<file path="config.mk">
export PLATFORM = sky130hd
export DESIGN_NAME = deque_with_cursor_core
export DESIGN_NICKNAME = d
export VERILOG_FILES = /design/src/design/dwc_pkg.sv /design/src/design/dwc_ram.sv /design/src/design/dwc_datapath.sv /design/src/design/dwc_ctrl.sv /design/src/design/deque_with_cursor_core.sv
export SDC_FILE = /design/constraint.sdc
export NUM_CORES = 2
export LEC_CHECK = 0
export ABC_AREA = 0
export CAP_MARGIN = 20
export CORE_UTILIZATION = 30
export CTS_CLUSTER_DIAMETER = 80
export DETAILED_ROUTE_END_ITERATION = 7
export DONT_BUFFER_PORTS = 1
export PLACE_DENSITY = 0.42
export SLEW_MARGIN = 20
export SYNTH_ARGS = -nofsm -noshare
export SYNTH_HDL_FRONTEND = slang
export SYNTH_SLANG_ARGS = --single-unit
</file>
<file path="constraint.sdc">
create_clock -name clk -period 13.17 [get_ports clk]
set_input_delay 1.9755 -clock clk [delete_from_list [all_inputs] [get_ports clk]]
set_output_delay 1.9755 -clock clk [all_outputs]
set_load 0.01 [all_outputs]
</file>
<file path="src/design/dwc_pkg.sv">
// Shared constants and word types for the deque with cursor.
`timescale 1ns / 1ps

package dwc_pkg;

  localparam int unsigned DEPTH = 16;
  localparam int IDX_W = (DEPTH > 1) ? $clog2(DEPTH) : 1;
  localparam int CNT_W = $clog2(DEPTH + 1);

  localparam int KIND_W = 4;
  localparam int DATA_W = 64;
  localparam int STAT_W = 2;
  localparam int OCC_W = 5;
  localparam int POS_W = 4;

  localparam logic [KIND_W-1:0] K_START = 4'd0;
  localparam logic [KIND_W-1:0] K_CLEAR = 4'd1;
  localparam logic [KIND_W-1:0] K_PUSH_R = 4'd2;
  localparam logic [KIND_W-1:0] K_PUSH_L = 4'd3;
  localparam logic [KIND_W-1:0] K_POP_R = 4'd4;
  localparam logic [KIND_W-1:0] K_POP_L = 4'd5;
  localparam logic [KIND_W-1:0] K_CUR_L = 4'd6;
  localparam logic [KIND_W-1:0] K_CUR_R = 4'd7;
  localparam logic [KIND_W-1:0] K_SWAP_L = 4'd8;
  localparam logic [KIND_W-1:0] K_SWAP_R = 4'd9;

  localparam logic [STAT_W-1:0] ST_OK = 2'd0;
  localparam logic [STAT_W-1:0] ST_EMPTY = 2'd1;
  localparam logic [STAT_W-1:0] ST_FULL = 2'd2;
  localparam logic [STAT_W-1:0] ST_NOEFFECT = 2'd3;

  typedef struct packed {
    logic [KIND_W-1:0] kind;
    logic [DATA_W-1:0] value;
  } dwc_req_t;

  typedef struct packed {
    logic [DATA_W-1:0] popped_value;
    logic [STAT_W-1:0] status;
    logic [OCC_W-1:0]  occupancy;
    logic              cursor_valid;
    logic [POS_W-1:0]  cursor_position;
  } dwc_rsp_t;

  typedef struct packed {
    logic accept;
    logic pop_capture;
    logic swap_save;
    logic swap_wr_a;
    logic swap_wr_b;
  } dwc_cmd_t;

  typedef struct packed {
    logic need_pop;
    logic need_swap;
  } dwc_stat_t;

endpackage

</file>
<file path="src/design/dwc_ram.sv">
// Generic single-write, single-read RAM with registered read data.
`timescale 1ns / 1ps

module dwc_ram #(
  parameter int WIDTH = 64,
  parameter int DEPTH = 16,
  parameter int AW = (DEPTH > 1) ? $clog2(DEPTH) : 1
) (
  input  logic             clk,
  input  logic             we,
  input  logic [AW-1:0]    waddr,
  input  logic [WIDTH-1:0] wdata,
  input  logic [AW-1:0]    raddr,
  output logic [WIDTH-1:0] rdata
);

  logic [WIDTH-1:0] mem [DEPTH];

  always_ff @(posedge clk) begin
    if (we) begin
      mem[waddr] <= wdata;
    end
    rdata <= mem[raddr];
  end

endmodule

</file>
<file path="src/design/dwc_datapath.sv">
// Datapath: ring storage, left-end pointer and fill count, cursor and result register.
`timescale 1ns / 1ps

module dwc_datapath (
  input  logic              clk,
  input  logic              rst,
  input  dwc_pkg::dwc_req_t req,
  input  dwc_pkg::dwc_cmd_t cmd,
  output dwc_pkg::dwc_stat_t stat,
  output dwc_pkg::dwc_rsp_t rsp
);
  import dwc_pkg::*;

  localparam int SUM_W = IDX_W + 1;
  localparam logic [SUM_W-1:0] DEPTH_SUM = SUM_W'(DEPTH);
  localparam logic [IDX_W-1:0] LAST_IDX = IDX_W'(DEPTH - 1);
  localparam logic [CNT_W-1:0] FULL_CNT = CNT_W'(DEPTH);

  function automatic logic [IDX_W-1:0] slot_of(input logic [IDX_W-1:0] base,
                                               input logic [IDX_W-1:0] pos);
    logic [SUM_W-1:0] sum;
    sum = {1'b0, base} + {1'b0, pos};
    if (sum >= DEPTH_SUM) begin
      sum = sum - DEPTH_SUM;
    end
    return sum[IDX_W-1:0];
  endfunction

  logic [IDX_W-1:0] left, left_next;
  logic [CNT_W-1:0] fill, fill_next;
  logic [IDX_W-1:0] coff, coff_next;
  logic             cpres, cpres_next;
  logic [IDX_W-1:0] swap_a, swap_b, swap_a_next, swap_b_next;
  logic [DATA_W-1:0] swap_tmp;
  dwc_rsp_t         rsp_q;
  logic [STAT_W-1:0] status_next;

  logic              acc_we;
  logic [IDX_W-1:0]  acc_waddr;
  logic [IDX_W-1:0]  acc_raddr;
  logic              we;
  logic [IDX_W-1:0]  waddr, raddr;
  logic [DATA_W-1:0] wdata, rdata;
  logic [CNT_W-1:0]  fill_dec;

  assign fill_dec = fill - 1'b1;

  always_comb begin
    left_next = left;
    fill_next = fill;
    coff_next = coff;
    cpres_next = cpres;
    swap_a_next = swap_a;
    swap_b_next = swap_b;
    status_next = ST_OK;
    acc_we = 1'b0;
    acc_waddr = left;
    acc_raddr = left;
    stat = '0;
    unique case (req.kind)
      K_START: begin
        left_next = '0;
        fill_next = CNT_W'(1);
        coff_next = '0;
        cpres_next = 1'b1;
        acc_we = 1'b1;
        acc_waddr = '0;
      end
      K_CLEAR: begin
        left_next = '0;
        fill_next = '0;
        coff_next = '0;
        cpres_next = 1'b0;
      end
      K_PUSH_R: begin
        if (fill == FULL_CNT) begin
          status_next = ST_FULL;
        end else begin
          acc_we = 1'b1;
          acc_waddr = slot_of(left, IDX_W'(fill));
          fill_next = fill + 1'b1;
        end
      end
      K_PUSH_L: begin
        if (fill == FULL_CNT) begin
          status_next = ST_FULL;
        end else begin
          left_next = (left == '0) ? LAST_IDX : left - 1'b1;
          acc_we = 1'b1;
          acc_waddr = left_next;
          fill_next = fill + 1'b1;
          if (cpres) begin
            coff_next = coff + 1'b1;
          end
        end
      end
      K_POP_R: begin
        if (fill == '0) begin
          status_next = ST_EMPTY;
        end else begin
          stat.need_pop = 1'b1;
          fill_next = fill_dec;
          acc_raddr = slot_of(left, IDX_W'(fill_dec));
          if (cpres && CNT_W'(coff) >= fill_dec) begin
            if (fill_dec != '0) begin
              coff_next = IDX_W'(fill_dec - 1'b1);
            end else begin
              cpres_next = 1'b0;
              coff_next = '0;
            end
          end
        end
      end
      K_POP_L: begin
        if (fill == '0) begin
          status_next = ST_EMPTY;
        end else begin
          stat.need_pop = 1'b1;
          acc_raddr = left;
          left_next = (left == LAST_IDX) ? '0 : left + 1'b1;
          fill_next = fill_dec;
          if (cpres) begin
            if (coff == '0) begin
              if (fill_dec == '0) begin
                cpres_next = 1'b0;
              end
            end else begin
              coff_next = coff - 1'b1;
            end
          end
        end
      end
      K_CUR_L: begin
        if (cpres && coff != '0) begin
          coff_next = coff - 1'b1;
        end else begin
          status_next = ST_NOEFFECT;
        end
      end
      K_CUR_R: begin
        if (cpres && (CNT_W'(coff) + 1'b1) < fill) begin
          coff_next = coff + 1'b1;
        end else begin
          status_next = ST_NOEFFECT;
        end
      end
      K_SWAP_L: begin
        if (cpres && coff != '0) begin
          stat.need_swap = 1'b1;
          swap_a_next = slot_of(left, coff);
          swap_b_next = slot_of(left, coff - 1'b1);
          acc_raddr = swap_a_next;
        end else begin
          status_next = ST_NOEFFECT;
        end
      end
      K_SWAP_R: begin
        if (cpres && (CNT_W'(coff) + 1'b1) < fill) begin
          stat.need_swap = 1'b1;
          swap_a_next = slot_of(left, coff);
          swap_b_next = slot_of(left, coff + 1'b1);
          acc_raddr = swap_a_next;
        end else begin
          status_next = ST_NOEFFECT;
        end
      end
      default: begin
        status_next = ST_NOEFFECT;
      end
    endcase
  end

  always_comb begin
    we = 1'b0;
    waddr = acc_waddr;
    wdata = req.value;
    raddr = acc_raddr;
    priority if (cmd.accept) begin
      we = acc_we;
    end else if (cmd.swap_save) begin
      raddr = swap_b;
    end else if (cmd.swap_wr_a) begin
      we = 1'b1;
      waddr = swap_a;
      wdata = rdata;
    end else if (cmd.swap_wr_b) begin
      we = 1'b1;
      waddr = swap_b;
      wdata = swap_tmp;
    end else begin
      we = 1'b0;
    end
  end

  dwc_ram #(
    .WIDTH(DATA_W),
    .DEPTH(DEPTH)
  ) u_ring (
    .clk  (clk),
    .we   (we),
    .waddr(waddr),
    .wdata(wdata),
    .raddr(raddr),
    .rdata(rdata)
  );

  always_ff @(posedge clk) begin
    if (rst) begin
      left <= '0;
      fill <= '0;
      coff <= '0;
      cpres <= 1'b0;
    end else if (cmd.accept) begin
      left <= left_next;
      fill <= fill_next;
      coff <= coff_next;
      cpres <= cpres_next;
    end
  end

  always_ff @(posedge clk) begin
    if (cmd.accept) begin
      swap_a <= swap_a_next;
      swap_b <= swap_b_next;
      rsp_q.popped_value <= '0;
      rsp_q.status <= status_next;
      rsp_q.occupancy <= OCC_W'(fill_next);
      rsp_q.cursor_valid <= cpres_next;
      rsp_q.cursor_position <= cpres_next ? POS_W'(coff_next) : '0;
    end
    if (cmd.pop_capture) begin
      rsp_q.popped_value <= rdata;
    end
    if (cmd.swap_save) begin
      swap_tmp <= rdata;
    end
  end

  assign rsp = rsp_q;

endmodule

</file>
<file path="src/design/dwc_ctrl.sv">
// Controller: sequences pops and swaps and runs both handshakes.
`timescale 1ns / 1ps

module dwc_ctrl (
  input  logic               clk,
  input  logic               rst,
  input  logic               req_valid,
  output logic               req_stall,
  output logic               rsp_valid,
  input  logic               rsp_stall,
  input  dwc_pkg::dwc_stat_t stat,
  output dwc_pkg::dwc_cmd_t  cmd
);
  import dwc_pkg::*;

  typedef enum logic [2:0] {
    S_IDLE,
    S_POP_RD,
    S_SWAP_RD,
    S_SWAP_WA,
    S_SWAP_WB
  } state_t;

  state_t state;
  logic   accept;
  logic   rsp_set;

  assign req_stall = !(state == S_IDLE && (!rsp_valid || !rsp_stall));
  assign accept = req_valid && !req_stall;
  assign rsp_set = (state == S_IDLE && accept && !stat.need_pop && !stat.need_swap) ||
                   state == S_POP_RD || state == S_SWAP_WB;

  always_comb begin
    cmd = '0;
    cmd.accept = accept;
    cmd.pop_capture = (state == S_POP_RD);
    cmd.swap_save = (state == S_SWAP_RD);
    cmd.swap_wr_a = (state == S_SWAP_WA);
    cmd.swap_wr_b = (state == S_SWAP_WB);
  end

  always_ff @(posedge clk) begin
    if (rst) begin
      state <= S_IDLE;
      rsp_valid <= 1'b0;
    end else begin
      if (rsp_set) begin
        rsp_valid <= 1'b1;
      end else if (rsp_valid && !rsp_stall) begin
        rsp_valid <= 1'b0;
      end
      unique case (state)
        S_IDLE: begin
          if (accept) begin
            priority if (stat.need_pop) begin
              state <= S_POP_RD;
            end else if (stat.need_swap) begin
              state <= S_SWAP_RD;
            end
          end
        end
        S_POP_RD: begin
          state <= S_IDLE;
        end
        S_SWAP_RD: begin
          state <= S_SWAP_WA;
        end
        S_SWAP_WA: begin
          state <= S_SWAP_WB;
        end
        S_SWAP_WB: begin
          state <= S_IDLE;
        end
        default: begin
          state <= S_IDLE;
        end
      endcase
    end
  end

endmodule

</file>
<file path="src/design/deque_with_cursor_core.sv">
// Top level of the deque with cursor: controller and datapath.
// The result word is valid in the cycle after acceptance for most operations; a pop
// that removes a word first passes S_POP_RD, and a swap S_SWAP_RD, S_SWAP_WA, S_SWAP_WB.
// Most operations take one word per cycle; a pop or swap holds off new words until it is
// back in S_IDLE, and a stalled result word holds off the input.
// Reset empties the deque and drops the cursor; ring contents stay undefined until written.
`timescale 1ns / 1ps

module deque_with_cursor_core (
  input  logic              clk,
  input  logic              rst,
  input  logic              req_valid,
  output logic              req_stall,
  input  dwc_pkg::dwc_req_t req,
  output logic              rsp_valid,
  input  logic              rsp_stall,
  output dwc_pkg::dwc_rsp_t rsp
);
  import dwc_pkg::*;

  dwc_cmd_t  cmd;
  dwc_stat_t stat;

  dwc_ctrl u_ctrl (
    .clk      (clk),
    .rst      (rst),
    .req_valid(req_valid),
    .req_stall(req_stall),
    .rsp_valid(rsp_valid),
    .rsp_stall(rsp_stall),
    .stat     (stat),
    .cmd      (cmd)
  );

  dwc_datapath u_datapath (
    .clk (clk),
    .rst (rst),
    .req (req),
    .cmd (cmd),
    .stat(stat),
    .rsp (rsp)
  );

endmodule

</file>
==> metrics.md <==
| Metric | Value |
|---|---|
| DRT antenna net count | 0 |
| Root Driver | clkbuf_16 |
| Detail-routed via count per cell | 4.91 |
| Slew Limit Fails | 0 |
| TritonCTS clock tree | built |
| Flop pwr share | 50.2% |
| Logic pwr share | 6.6% |
| Hold_sp | u_datapath.u_ring.rdata[18] |
| Slew @ Worst Pin | 1.34 ns |
| Vias in the first global route | 27300 |
| Most common library cell in the layout ignoring fill and taps | edfxtp_1 |
| Yosys warns | 0 |
| Final hold vios | 0 |
| Clock Sinks | 1254 |
| Setup Fix Bufs, Post-CTS | 0 |
| Switching share of power | 23.2% |
| Slowest cell on the critical path | dfxtp_1 |
| Sequential Area | 36800 sq um |
| Hold-fix buffers, CTS | 0 |
| Psw | 2.11 mW |
| Post-synth net total | 3281 |
| Starting density of the core | 30.3% |
| Endpoint class of the critical path | flop |
| Post-cts sizing count | 0 |
| First-pass GRT wire length | 195000 um |
| Cell Chain, Critical Path | nand3_1 -> xnor2_1 -> ha_1 -> a21o_1 -> a211o_1 -> o31ai_2 -> a211oi_1 -> o21ai_4 -> buf_12 -> buf_12 -> mux4_2 -> a22oi_1 -> nand2_1 |
| Drt drc | 0 |
| Die area | 164000 sq um |
| Layout filler cell count | 15500 |
| Number of port buffers | 0 |
| Slew headroom | 10.9% |
| Clk_lat worst skew | 0.76 ns |
| Worst Hold End | u_datapath.swap_tmp[18] |
| Critical path buffers and inverters | 2 |
| Setup CP Type | flop to flop |
| Final Routed Wirelength | 133000 um |
| Width of the die | 406 um |
| Crit path max-delay family | compound AO/OA/AOI/OAI gates |
| Number of distinct library cells after synthesis | 71 |
| Core Box Area | 161000 sq um |
| Syn Inst Count | 3176 |
| Clock Power Share | 43.2% |
| Leakage Power | 18.3 nW |
| Grt met3 use | 2.74% |
| Detailed-route via count | 26900 |
| Cell area after synthesis | 48900 sq um |
| Standard-cell rows | 147 |
| Initial antenna violation count | 4 |
| Final setup TNS | 0 ns |
| Register area share after synthesis | 75.4% |
| Met1 usage | 22.9% |
| Clock-pin slew on the worst setup and hold paths | 0.06 ns |
| Worst r2r src | u_datapath.coff[2] |
| Max H-tree Level | 4 |
| R2R depth | 13 |
| Yosys reg bits | 1254 |
| Pwr/cell area | 162 nW/um^2 |
| Most frequent CP cell | buf_12 |
| Area added between synthesis and finish | 14.6% |
| Max-Cap Viols | 0 |
| Min-delay worst type | flop to flop |
| Met2 usage | 25.7% |
| Setup violators final | 0 |
| Gr ovfl total | 0 |
| Peak Freq | 0.170 GHz |
| Ys async rst share | 0% |
| Clock Path Buffers | 3 |
| Peak supply drop | 0.000128 V |
| Pin count of the biggest net entering global routing | 144 |
| WP data arrival | 6.50 ns |
| Outcome | completed |
| Internal | 6.96 mW |
| Syn avg cell area | 15.4 sq um |
| Dominant synthesized flop cell | edfxtp_1 |
| Multi-input logic area | 11300 sq um |
| WL/cell | 24.4 um |
| Worst hold path cell count | 0 |
| EDFF count, synth | 1172 |
| Critical Path Fanout Max | 143 |
| RSZ-0062 raised after global routing | no |
| Final total power | 9.07 mW |
| Final Skew | 0.0275 ns |
| R2R setup slack | 7.30 ns |
| CTS Buf Count | 144 |
| Min Tclk post-route | 5.87 ns |
| Placer Congestion | 0.784 |
| Nets | 3308 |
| Worst EP required | 13.80 ns |
| Startpoint types | flop |
| Layout cells sized above 1 | 13.6% |
| RR Endpoint | u_datapath.u_ring.rdata[56] |
| WHS | 0.456 ns |
| Hpwl dp | 70900 um |
| Period Utilization, post-route | 44.5% |
| Most frequent cells in the layout | edfxtp_1 (1172), nand2_1 (611), nand3_1 (203) |
| GR peak layer | met2 |
| GRT Resource Usage Total | 16.2% |
| Die Height | 406 um |
| Initial DRC count | 2107 |
| Io pins | 150 |
| Crit-path max cell delay | 0.70 ns |
| DR pass1 iterations | 5 |
-- stage by stage --
step	std cells	worst slack [ns]	cell area, sq um	util, %
after CTS	5473	7.49	55900	34.7
after global placement	5211	7.11	51300	31.9
after global routing	5479	7.02	56000	34.8
after floorplan	3176	6.58	48900	-
after detailed placement	5212	6.99	51400	31.9
final	5479	7.30	56000	34.8
-- state kept, by name (all words and copies together) (netlist names) --
name and cells:
u_ctrl.rsp_valid 1, u_ctrl.state 3, u_datapath.coff 4, u_datapath.cpres 1, u_datapath.fill 5, u_datapath.left 4, u_datapath.rsp 76, u_datapath.swap_a 4
u_datapath.swap_b 4, u_datapath.swap_tmp 64, u_datapath.u_ring.mem 1024, u_datapath.u_ring.rdata 64
-- cell usage after synthesis (3+ instances only) --
cell | n | share of area [%]
nor3b_1 | 3 | 0.046
a221oi_1 | 5 | 0.090
nand4_1 | 65 | 0.83
a221o_1 | 3 | 0.061
mux4_2 | 128 | 5.9
buf_1 | 10 | 0.077
clkbuf_1 | 87 | 0.67
o22ai_1 | 67 | 0.86
a31oi_1 | 71 | 0.91
inv_1 | 23 | 0.18
buf_4 | 26 | 0.40
buf_2 | 52 | 0.53
nand2_1 | 613 | 4.7
a21oi_1 | 36 | 0.37
buf_6 | 8 | 0.18
o211ai_1 | 4 | 0.061
fa_1 | 4 | 0.16
nand3_1 | 203 | 2.1
a22oi_1 | 70 | 1.1
xor2_1 | 9 | 0.16
a211oi_1 | 13 | 0.20
and2_1 | 71 | 0.91
ha_1 | 29 | 0.74
xnor2_1 | 12 | 0.22
edfxtp_1 | 1172 | 72
dfxtp_1 | 82 | 3.4
o21ai_0 | 30 | 0.31
nand2b_1 | 9 | 0.12
nor2b_1 | 4 | 0.051
nor2_1 | 193 | 1.5
nor3_1 | 14 | 0.14
mux2i_1 | 5 | 0.10
a21o_1 | 9 | 0.14
-- final cells by class --
type | instances | area share (%)
Antenna cell | 1 | 0.00447
Clock inverter | 62 | 1.07
Multi-Input combinational cell | 1714 | 20.2
Timing Repair Buffer | 64 | 0.902
Clock buffer | 199 | 7.11
Sequential cell | 1254 | 65.8
Tap cell | 2160 | 4.82
Inverter | 25 | 0.172
-- worst max path at each step --
stage                        from                            end  slack (ns)  depth (start not counted)
4_1_cts        u_datapath.fill[0]  u_datapath.u_ring.mem[15][45]        7.49                         12
3_3_place_gp              req[67]    u_datapath.u_ring.rdata[30]        7.11                          9
5_1_grt        u_datapath.coff[2]    u_datapath.u_ring.rdata[54]        7.02                         13
3_5_place_dp            rsp_stall  u_datapath.u_ring.mem[15][50]        6.99                          8
2_1_floorplan             req[65]    u_datapath.u_ring.mem[5][0]        6.58                          9
6_report       u_datapath.coff[2]    u_datapath.u_ring.rdata[56]        7.30                         13
-- cells by family (layout without fill, tap and decap cells) --
logic type / after synthesis / in the layout / share of synthesized area (%)
compound gates: 333 / 333 / 4.57
flops: 1254 / 1254 / 75.4
buf+inv: 208 / 350 / 2.05
other cells: 0 / 1 / 0
simple gates: 1194 / 1194 / 10.7
xor+xnor: 21 / 21 / 0.376
mux: 133 / 133 / 6.00
fa+ha+maj: 33 / 33 / 0.907
-- routing by layer --
metal / share of wire (%) / wire length (um) / up-vias
met1: 47 / 62200 / 14000
met3: 4.2 / 5640 / 182
li1: - / - / 12200
met5: 0.0052 / 7 / -
met4: 1.8 / 2390 / 2
met2: 47 / 63200 / 566
-- power by group through the flow --
stage          registers (mW)  logic, mW  clock network, mW
2_1_floorplan            4.59      0.423                  0
3_3_place_gp             4.64      0.615                  0
3_5_place_dp             4.64      0.615                  0
4_1_cts                  4.56      0.617               4.04
5_1_grt                  4.56      0.664               4.18
6_report                 4.55      0.600               3.92
Power figures use the tool's default switching activity.
